[config.mk]
export PLATFORM = sky130hd
export DESIGN_NAME = tls_client_hello_field_parser_top
export DESIGN_NICKNAME = d
export VERILOG_FILES = /design/src/chp_pkg.sv /design/src/chp_parse.sv /design/src/tls_client_hello_field_parser_top.sv
export SDC_FILE = /design/constraint.sdc
export NUM_CORES = 1
export LEC_CHECK = 0
export ABC_AREA = 1
export ABC_CLOCK_PERIOD_IN_PS = 14500
export BUFFER_PORTS_ARGS = -buffer_cell sky130_fd_sc_hd__buf_2
export CORE_AREA = 4 4 124 96
export CTS_CLUSTER_DIAMETER = 30
export DETAILED_ROUTE_END_ITERATION = 8
export DIE_AREA = 0 0 128 100
export PLACE_DENSITY_LB_ADDON = 0.2
export SLEW_MARGIN = 25
export SYNTH_ARGS = -nofsm -noshare
export SYNTH_HDL_FRONTEND = slang
export SYNTH_HIERARCHICAL = 1
export SYNTH_SLANG_ARGS = --single-unit
[constraint.sdc]
create_clock -name clk -period 14.5 [get_ports clk]
set_input_delay 0.725 -clock clk [delete_from_list [all_inputs] [get_ports clk]]
set_output_delay 0.725 -clock clk [all_outputs]
set_load 0.01 [all_outputs]
[src/chp_pkg.sv]
// Shared types, phase codes and field sizes for the ClientHello field parser.
package chp_pkg;

    typedef enum logic [4:0] {
        PH_RECTYPE   = 5'd0,
        PH_RECVER    = 5'd1,
        PH_RECLEN    = 5'd2,
        PH_HSTYPE    = 5'd3,
        PH_HSLEN     = 5'd4,
        PH_CLIVER    = 5'd5,
        PH_RANDOM    = 5'd6,
        PH_SIDLEN    = 5'd7,
        PH_SID       = 5'd8,
        PH_CSLEN     = 5'd9,
        PH_CS        = 5'd10,
        PH_CMLEN     = 5'd11,
        PH_CM        = 5'd12,
        PH_EXTLEN    = 5'd13,
        PH_EXTTYPE   = 5'd14,
        PH_SNIEXTLEN = 5'd15,
        PH_LISTLEN   = 5'd16,
        PH_NAMETYPE  = 5'd17,
        PH_NAMELEN   = 5'd18,
        PH_HOSTNAME  = 5'd19,
        PH_IDLE      = 5'd20,
        PH_DONE      = 5'd21
    } phase_t;

    localparam logic [15:0] RANDOM_LEN = 16'd32;

    typedef struct packed {
        logic [7:0] data_byte;
        logic       start_of_message;
    } in_item_t;

    typedef struct packed {
        logic [4:0]  field_kind;
        logic [23:0] field_value;
        logic [15:0] byte_index;
        logic        last_of_field;
    } out_item_t;

    // Size in bytes of a whole field; zero marks a byte-wise field.
    function automatic logic [1:0] field_size(input phase_t ph);
        logic [1:0] sz;
        begin
            case (ph)
                PH_RECTYPE, PH_HSTYPE, PH_SIDLEN, PH_CMLEN, PH_NAMETYPE:
                    sz = 2'd1;
                PH_HSLEN:
                    sz = 2'd3;
                PH_RANDOM, PH_SID, PH_CS, PH_CM, PH_HOSTNAME, PH_IDLE, PH_DONE:
                    sz = 2'd0;
                default:
                    sz = 2'd2;
            endcase
            return sz;
        end
    endfunction

endpackage

[src/chp_parse.sv]
// Parse state registers and the per-byte field decode.
module chp_parse (
    input  logic              clk,
    input  logic              rst_n,
    input  logic              step,
    input  chp_pkg::in_item_t item,
    output logic              res_valid,
    output chp_pkg::out_item_t res
);

    chp_pkg::phase_t phase_reg, phase_next, phase_eff, adv_phase;
    logic [15:0] pos_reg, pos_next, pos_eff, pos_inc;
    logic [23:0] acc_reg, acc_next, acc_eff, acc_shift, adv_val;
    logic [15:0] left_reg, left_next, left_eff, adv_len;
    logic [1:0]  size;
    logic        bytewise;
    logic        last;
    logic        do_adv;

    always_comb
    begin
        // A start byte restarts the parse at the record type.
        if (item.start_of_message)
        begin
            phase_eff = chp_pkg::PH_RECTYPE;
            pos_eff   = '0;
            acc_eff   = '0;
            left_eff  = '0;
        end
        else
        begin
            phase_eff = phase_reg;
            pos_eff   = pos_reg;
            acc_eff   = acc_reg;
            left_eff  = left_reg;
        end
    end

    assign size      = chp_pkg::field_size(phase_eff);
    assign bytewise  = (size == 2'd0);
    assign last      = (left_eff <= 16'd1);
    assign pos_inc   = pos_eff + 16'd1;
    assign acc_shift = {acc_eff[15:0], item.data_byte};
    assign adv_val   = bytewise ? 24'd0 : acc_shift;

    // Next field after the current one completes.
    always_comb
    begin
        adv_len = '0;
        case (phase_eff)
            chp_pkg::PH_CLIVER:
            begin
                adv_phase = chp_pkg::PH_RANDOM;
                adv_len   = chp_pkg::RANDOM_LEN;
            end
            chp_pkg::PH_SIDLEN:
            begin
                adv_phase = (adv_val == '0) ? chp_pkg::PH_CSLEN : chp_pkg::PH_SID;
                adv_len   = adv_val[15:0];
            end
            chp_pkg::PH_CSLEN:
            begin
                adv_phase = (adv_val == '0) ? chp_pkg::PH_CMLEN : chp_pkg::PH_CS;
                adv_len   = adv_val[15:0];
            end
            chp_pkg::PH_CMLEN:
            begin
                adv_phase = (adv_val == '0) ? chp_pkg::PH_EXTLEN : chp_pkg::PH_CM;
                adv_len   = adv_val[15:0];
            end
            chp_pkg::PH_EXTLEN:
                adv_phase = (adv_val == '0) ? chp_pkg::PH_DONE : chp_pkg::PH_EXTTYPE;
            chp_pkg::PH_EXTTYPE:
                adv_phase = (adv_val == '0) ? chp_pkg::PH_SNIEXTLEN : chp_pkg::PH_DONE;
            chp_pkg::PH_NAMELEN:
            begin
                adv_phase = (adv_val == '0) ? chp_pkg::PH_DONE : chp_pkg::PH_HOSTNAME;
                adv_len   = adv_val[15:0];
            end
            chp_pkg::PH_HOSTNAME:
                adv_phase = chp_pkg::PH_DONE;
            default:
                adv_phase = chp_pkg::phase_t'(phase_eff + 5'd1);
        endcase
    end

    always_comb
    begin
        phase_next = phase_eff;
        pos_next   = pos_eff;
        acc_next   = acc_eff;
        left_next  = left_eff;
        res_valid  = 1'b0;
        do_adv     = 1'b0;
        res.field_kind    = phase_eff;
        res.field_value   = acc_shift;
        res.byte_index    = '0;
        res.last_of_field = 1'b1;
        if (phase_eff == chp_pkg::PH_IDLE || phase_eff == chp_pkg::PH_DONE)
        begin
            res_valid = 1'b0;
        end
        else if (bytewise)
        begin
            res_valid         = 1'b1;
            res.field_value   = {16'd0, item.data_byte};
            res.byte_index    = pos_eff;
            res.last_of_field = last;
            pos_next          = pos_inc;
            if (last)
                do_adv = 1'b1;
            else
                left_next = left_eff - 16'd1;
        end
        else
        begin
            acc_next = acc_shift;
            pos_next = pos_inc;
            if (pos_inc >= {14'd0, size})
            begin
                res_valid = 1'b1;
                do_adv    = 1'b1;
            end
        end
        if (do_adv)
        begin
            phase_next = adv_phase;
            pos_next   = '0;
            acc_next   = '0;
            left_next  = adv_len;
        end
    end

    always_ff @(posedge clk or negedge rst_n)
    begin
        if (!rst_n)
        begin
            phase_reg <= chp_pkg::PH_IDLE;
            pos_reg   <= '0;
            acc_reg   <= '0;
            left_reg  <= '0;
        end
        else if (step)
        begin
            phase_reg <= phase_next;
            pos_reg   <= pos_next;
            acc_reg   <= acc_next;
            left_reg  <= left_next;
        end
    end

endmodule

[src/tls_client_hello_field_parser_top.sv]
// Top level of the ClientHello field parser: input register, parser, result register.
//
// Input channel in_valid/in_ready/in_data carries one record byte per transfer,
// with start_of_message set on the first byte of a record (it restarts parsing).
// Output channel out_valid/out_ready/out_data carries one field report per
// transfer: whole fields once on their last byte, byte-wise fields once per byte.
// Bytes that finish nothing (and bytes before a start or after the parse ends)
// give no output transfer.
// Path: a byte's report passes from the input register through the parser into
// the result register. Throughput: one byte per cycle unless out_ready stalls;
// the parse for a byte is combinational logic between the input and result registers.
// Reset: both registers empty, parser idle until a start byte arrives.
// Stall: while out_ready is low and a report is held, the input register holds
// its byte and in_ready drops once it is full; no report is lost or repeated.
module tls_client_hello_field_parser_top (
    input  logic               clk,
    input  logic               rst_n,
    input  logic               in_valid,
    output logic               in_ready,
    input  chp_pkg::in_item_t  in_data,
    output logic               out_valid,
    input  logic               out_ready,
    output chp_pkg::out_item_t out_data
);

    logic               in_valid_reg;
    chp_pkg::in_item_t  in_data_reg;
    logic               out_valid_reg;
    chp_pkg::out_item_t out_data_reg;
    logic               out_free;
    logic               s1_go;
    logic               res_valid;
    chp_pkg::out_item_t res;

    assign out_free = !out_valid_reg || out_ready;
    assign s1_go    = in_valid_reg && out_free;
    assign in_ready = !in_valid_reg || s1_go;

    always_ff @(posedge clk or negedge rst_n)
    begin
        if (!rst_n)
            in_valid_reg <= 1'b0;
        else if (in_ready)
            in_valid_reg <= in_valid;
    end

    always_ff @(posedge clk)
    begin
        if (in_ready && in_valid)
            in_data_reg <= in_data;
    end

    chp_parse u_parse (
        .clk       (clk),
        .rst_n     (rst_n),
        .step      (s1_go),
        .item      (in_data_reg),
        .res_valid (res_valid),
        .res       (res)
    );

    always_ff @(posedge clk or negedge rst_n)
    begin
        if (!rst_n)
            out_valid_reg <= 1'b0;
        else if (s1_go && res_valid)
            out_valid_reg <= 1'b1;
        else if (out_ready)
            out_valid_reg <= 1'b0;
    end

    // Load a new report only when the previous one is gone.
    always_ff @(posedge clk)
    begin
        if (s1_go && res_valid)
            out_data_reg <= res;
    end

    assign out_valid = out_valid_reg;
    assign out_data  = out_data_reg;

endmodule

After elaboration in Yosys (flattened, before gate mapping)
Memory sizes are Yosys's and may differ from the RTL's.
Index checks and enable logic that the tools add are counted.
- register bits after elaboration: 118
- bits in read-only memories: 64
- input port bits: 13
- output and inout port bits: 48
- memories kept: 1
- memories (name ; words ; width ; read ports ; clocked after Yosys merged registers in ; wr ports ; line ; text):
    (name not given) ; 32 ; 2 ; 1 ; 0 ; 0 ; chp_pkg.sv:47 ; case (ph)
- add/sub/neg operators: 3
- order comparisons: 2
- equality and inequality tests: 10
- mux-type cells: 33
- bitwise logic cells: 1
- reduce and logical (&&, ||, !) cells: 13
- operator list (cell ; count):
    2-to-1 mux 16 bit ; 8
    2-to-1 mux 24 bit ; 5
    2-to-1 mux 41 bit ; 2
    case mux 5 bit (8 select lines) ; 1
    case mux 16 bit (2 select lines) ; 1
    zero test 24 bit ; 1
    == test 5 x 4 -> 1 bit (second input constant) ; 4
    == test 5 bit (second input constant) ; 4
    2-to-1 mux 5 bit ; 4
    adder 16 x 1 -> 16 bit (second input constant) ; 1
    greater-or-equal comparator 16 x 2 -> 1 bit ; 1
    <= comparator 16 x 1 -> 1 bit (second input constant) ; 1
    subtractor 16 x 1 -> 16 bit (second input constant) ; 1
    2-to-1 mux 1 bit ; 11
    == test 5 x 3 -> 1 bit (second input constant) ; 2
    adder 5 x 1 -> 5 bit (second input constant) ; 1
    OR reduction 4 bit ; 1
    logical AND 1 bit ; 3
    logical OR 1 bit ; 3
    2-to-1 mux 3 bit ; 1
    zero test 1 bit ; 2
    zero test 2 bit ; 1
    nonzero test 2 bit ; 1
    OR reduction 2 bit ; 1
    NOT 1 bit ; 1

Logic depth before layout (Yosys ltp)
- word-level depth: 8
- gate-level depth with buffers: 25

Hierarchy
The synthesis kept the hierarchy.
- modules (own cells, without submodules) (module ; instances ; cells an instance ; area an instance (um^2) ; seq. area each (um^2)):
    chp_parse ; 1 ; 864 ; 5094.9 ; 1328.8
    tls_client_hello_field_parser_top ; 1 ; 70 ; 1757.9 ; 1701.6

Worst setup path before layout
OpenSTA, ideal clock, no wires.
- kind: register -> register
- start point: register in_data_reg[0] (netlist name)
- end point: register out_data_reg (netlist bit out_data[0]) (enable)
- library setup time: 0.450 ns
- arrival: 4.316 ns
- path slack: 9.734 ns
- stages on the path, launching flop included: 24
- buffers on the path: 2
- period minus slack after synthesis: 4.766 ns
- cells stage by stage: edfxtp_1 > buf_6 > nor2_2 > inv_1 > ha_1 > inv_1 > nand2_1 > nand2_1 > nand3_1 > nand2_1 > ha_1 > o21ai_0 > nand2_1 > nor2_1 > nand3_1 > nor2_1 > nand2_1 > nor2_1 > nand3_2 > buf_2 > nand2_1 > inv_1 > inv_1 > nor2_1
- RTL lines (item ; line ; text):
    start: declaration ; tls_client_hello_field_parser_top.sv:27 ; chp_pkg::in_item_t in_data_reg;
    start signal: assignment ; tls_client_hello_field_parser_top.sv:50 ; in_data_reg <= in_data;
    end signal: assignment ; tls_client_hello_field_parser_top.sv:76 ; out_data_reg <= res;
    end: declaration ; tls_client_hello_field_parser_top.sv:29 ; chp_pkg::out_item_t out_data_reg;

==> parameters.txt <==
Parameter                              Value

Clock network
  TritonCTS buffer count ... 9
  Total of cells resized after clock tree synthesis ... 0
  Library cell used as clock root buffer ... clkbuf_16
  Total of hold buffers inserted after clock tree synthesis ... 0
  Maximum level of the CTS H-tree ... 3
  Number of setup buffers added after CTS ... 0
  Source-to-sink clock delay at the later pin of the worst-skew pair ... 360 ps
  Clk buf depth ... 2
  Clock tree from TritonCTS ... yes
  Clock slew at reported path FFs ... 70 ps
  Sink Count ... 110

Global routing
  Vias in the first global route ... 5596
  Global-route wire length before repair ... between 20000 and 30000 microns
  Initial antenna violation count ... 0
  Maximum number of pins on one net before global-route repair ... 62
  Global Route Usage Sum ... 26.85%
  Leftover overflow at the end of global routing ... 0

Route
  Residual DRC ... 0
  Antenna-violating nets left ... 0
  Number of DRC markers in iteration 0 ... 505
  Avg Vias per Cell ... 5.527
  Drt first pass iters ... 5
  Wire per inst ... around 15 microns
  Detailed-route via count ... 6129
  Wire length after detailed routing ... 16530 microns

Timing
  Worst clock skew ... around 9 ps
  Post-route fraction of the period consumed by the critical path ... a little under a third
  Total negative slack ... 0 ps
  Post-route worst hold slack ... just under 500 ps
  Slew at the pin closest to its max-slew limit ... between 900 and 1000 ps
  Final max-slew violation count ... 0
  Fmax ... 217.5 MHz
  Normalized max-slew margin ... 39.51%
  Final hold violation count ... 0
  Minimum period implied by the final worst setup slack ... 4599 ps
  Number of setup violations in the final report ... 0
  RSZ-0062 raised after global routing ... false

Worst hold path
  Worst min path class ... flip-flop to flip-flop
  Min-Delay Startpoint ... u_parse/left_reg[5]$_DFFE_PN0P_
  Hold Path Sink ... u_parse/left_reg[5]$_DFFE_PN0P_
  Hold-critical path depth ... 2

Layout
  Number of antenna repair diodes ... 0
  Number of flip-flops in the largest register ... 46
  Fill cell instance count of the final layout ... 946
  Sequential standard cell area ... roughly 0.0030 sq mm
  Utilization after layout ... approximately 69%
  Multi-input logic area ... 0.003098 sq mm
  Growth of design area from synthesis to finish ... 8.344%
  Net count of the finished layout ... approximately 1000
  Proportion of layout cells with a drive suffix above 1 ... 13.52%

Synth
  Most instantiated flip-flop cell in the synthesis netlist ... edfxtp_1
  Gate count of the mapped netlist ... 934
  Yosys cell types ... 33
  Portion of the post-synthesis area used by sequential elements ... between 40 and 50%
  Mapped Nets ... approximately 960
  Ys async rst share ... 50.00%
  Total standard cell area after synthesis ... between 0.006 and 0.007 sq mm
  Flip-flop and latch count after synthesis ... 110
  Number of enable flip-flop cells after synthesis ... 55
  Synth Warn # ... 6
  Average size of a mapped cell ... between 7 and 8 sq um

Setup path
  Number of buffers and inverters on the critical path ... 5
  Largest stage delay, worst path ... roughly 530 ps
  Slowest CP cell ... nand3_2
  Highest net fanout along the worst path ... 46
  Source of the worst register-to-register timing path ... in_data_reg[0]$_DFFE_PP_
  WP data arrival ... 4890 ps
  Kind of start point of the critical path ... flip-flop
  Crit Reg-Reg Endpoint ... u_parse/pos_reg[14]$_DFFE_PN0P_
  Ordered list of cells on the worst path ... buf_4 > inv_8 > nand2_2 > inv_1 > ha_1 > ha_1 > inv_1 > nand2_1 > nand3_1 > nand2_1 > ha_1 > o21ai_0 > nand2_1 > nor2_1 > nand3_1 > nor2_1 > nand2_1 > nor2_1 > nand3_2 > nand3_2 > nand2_4 > inv_2 > nand2_1 > nand2_1
  Type of element capturing the critical path ... flip-flop
  Worst EP required ... 14790 ps
  Length in cells of the worst reg-to-reg path ... 24
  Minimum setup slack among reg-to-reg paths ... 9900 ps
  Library cell appearing most often on the critical path ... nand2_1
  Setup CP Type ... flip-flop to flip-flop
  Category of cells accounting for the largest share of critical-path delay ... simple AND/OR/NAND/NOR gates

Power and ir drop
  Switching power share of the total ... 46.63%
  Int Pwr ... 0.0008636 W
  Relative contribution of combinational cells to total power ... between 50 and 60%
  Cell Pwr Density ... 217.9 mW/mm^2
  Part of the total power dissipated in sequential elements ... 32.1%
  Worst VDD drop ... 0.1841 mV
  Net Switching ... approximately 0.00075 W
  Clock share of power ... 16.5%
  Leakage component of the power ... 3.837 nW
  Total power after layout ... 0.001618 W

Job
  Maximum Capacitance Violations ... 0

Placed design
  Placer Congestion ... 0.9236
  HPWL reported at the end of detailed placement ... 11570 microns
  Count of buffers from port buffering ... 60

Floorplanning
  Top-Level Pins ... 61
  Die Width ... 128 microns
  Vertical die dimension ... 100 microns
  Floorplan row count ... 33
  Die ar. ... 0.01280 sq mm
  CORE AREA ... 0.01074 sq mm
  Starting Density ... approximately 64%

Status
  Result of the run ... finished, final reports clean
==> power groups by stage <==
stage / clock [W] / sequential, W / combinational (W)
floorplan: 0 / 0.000560 / 0.000595
global placement: 0 / 0.000524 / 0.000810
detailed placement: 0 / 0.000524 / 0.000826
CTS: 0.000271 / 0.000519 / 0.000828
global route: 0.000283 / 0.000532 / 0.000952
finish: 0.000267 / 0.000519 / 0.000832
==> metrics by stage <==
stage | worst slack [ps] | cell area [sq um] | instances
after floorplan | 9734 | 6853 | 934
after global placement | 10180 | 7099 | 1093
after detailed placement | 10060 | 7099 | 1093
after CTS | 10010 | 7425 | 1109
after global routing | 9306 | 7425 | 1109
final | 9901 | 7425 | 1109
==> worst max-delay path by stage <==
stage,start,to,slack (ps),cells after the start
3_3_place_gp,in_data_reg[0]$_DFFE_PP_,u_parse/pos_reg[14]$_DFFE_PN0P_,10180,24
4_1_cts,in_data_reg[0]$_DFFE_PP_,u_parse/pos_reg[14]$_DFFE_PN0P_,10010,24
3_5_place_dp,in_data_reg[0]$_DFFE_PP_,u_parse/pos_reg[14]$_DFFE_PN0P_,10060,24
6_report,in_data_reg[0]$_DFFE_PP_,u_parse/pos_reg[14]$_DFFE_PN0P_,9900,24
2_1_floorplan,in_data_reg[0]$_DFFE_PP_,out_data[0]$_DFFE_PP_,9730,23
5_1_grt,in_data_reg[0]$_DFFE_PP_,u_parse/acc_reg[2]$_DFFE_PN0P_,9310,24
==> routing by layer <==
layer	global-route usage, %	routed length, microns	share of wire [%]	vias to the layer above
met5	0	0	0	-
met4	8.564	342	2.1	0
met3	5.904	1249	7.6	32
met2	42.24	7458	45	253
met1	37.42	7481	45	2814
li1	-	-	-	3030
==> cell type report <==
cell class / count / area share (%)
Clock buffer: 10 / 3.219
Clock inverter: 6 / 1.163
Inverter: 116 / 5.966
Multi-Input combinational cell: 660 / 41.73
Sequential cell: 110 / 40.82
Tap cell: 140 / 2.359
Timing Repair Buffer: 67 / 4.752
==> Yosys cell counts, types with 4 or more instances <==
library cell    n  area [sq um]
buf_4          13         97.59
nand4_1        30         187.7
inv_1         109         409.1
nand3_2         6         60.06
buf_2          12         60.06
dfrtp_1        53          1326
nor2_4          4         45.04
nor2_1        100         375.4
nand2_2         6         37.54
o21ai_0        52         260.3
nor3_1          5         25.02
a21oi_1        10         50.05
o21ai_1        12         60.06
edfxtp_1       55          1652
xor2_1         12         105.1
ha_1           10         125.1
nand3_1        70         350.3
nand2_1       315          1182
nor2_2          8         50.05
clkbuf_1       14         52.55
buf_6           6         67.56
o21ai_2         9         78.83
inv_2           6         22.52
==> cells by family (layout without fill, tap and decap cells) <==
family                     Yosys count  count (layout)  synth area share, %
AOI/OAI and AO/OA                   87              87                7.030
xor gates and xnor gates            14              14                1.789
adders and majority gates           10              10                1.826
buffers and inverters              164             199                10.68
DFF                                110             110                44.22
and+or+nand+nor                    549             549                34.45
==> worst reg2reg max path, stage by stage (launching register included) <==
cell,delay (ps)
edfxtp_1,360
buf_4,250
inv_8,290
nand2_2,190
inv_1,160
ha_1,300
ha_1,190
inv_1,40
nand2_1,50
nand3_1,60
nand2_1,130
ha_1,250
o21ai_0,180
nand2_1,70
nor2_1,100
nand3_1,70
nor2_1,90
nand2_1,50
nor2_1,130
nand3_2,360
nand3_2,530
nand2_4,340
inv_2,230
nand2_1,70
nand2_1,50
==> layout by cell type (no fill, tap or decap), types with 2 or more instances in the layout <==
cell type,netlist,layout
dfstp_2,2,2
o211ai_1,2,2
buf_2,12,60
nand3_1,70,70
nand4_1,30,30
nand2_1,315,315
nand3_2,6,6
inv_8,1,3
inv_1,109,108
nor2_2,8,8
buf_4,13,7
nor3_1,5,5
o21ai_1,12,12
nor2_1,100,99
xor2_1,12,12
nor2_4,4,5
xnor2_1,2,2
o21ai_2,9,9
dfrtp_1,53,53
edfxtp_1,55,55
ha_1,10,10
o21ai_0,52,52
nand2_2,6,6
inv_2,6,7
nand3b_1,2,2
a21oi_1,10,10
clkbuf_16,0,9
nand2_4,2,2
Power figures use the tool's default switching activity.
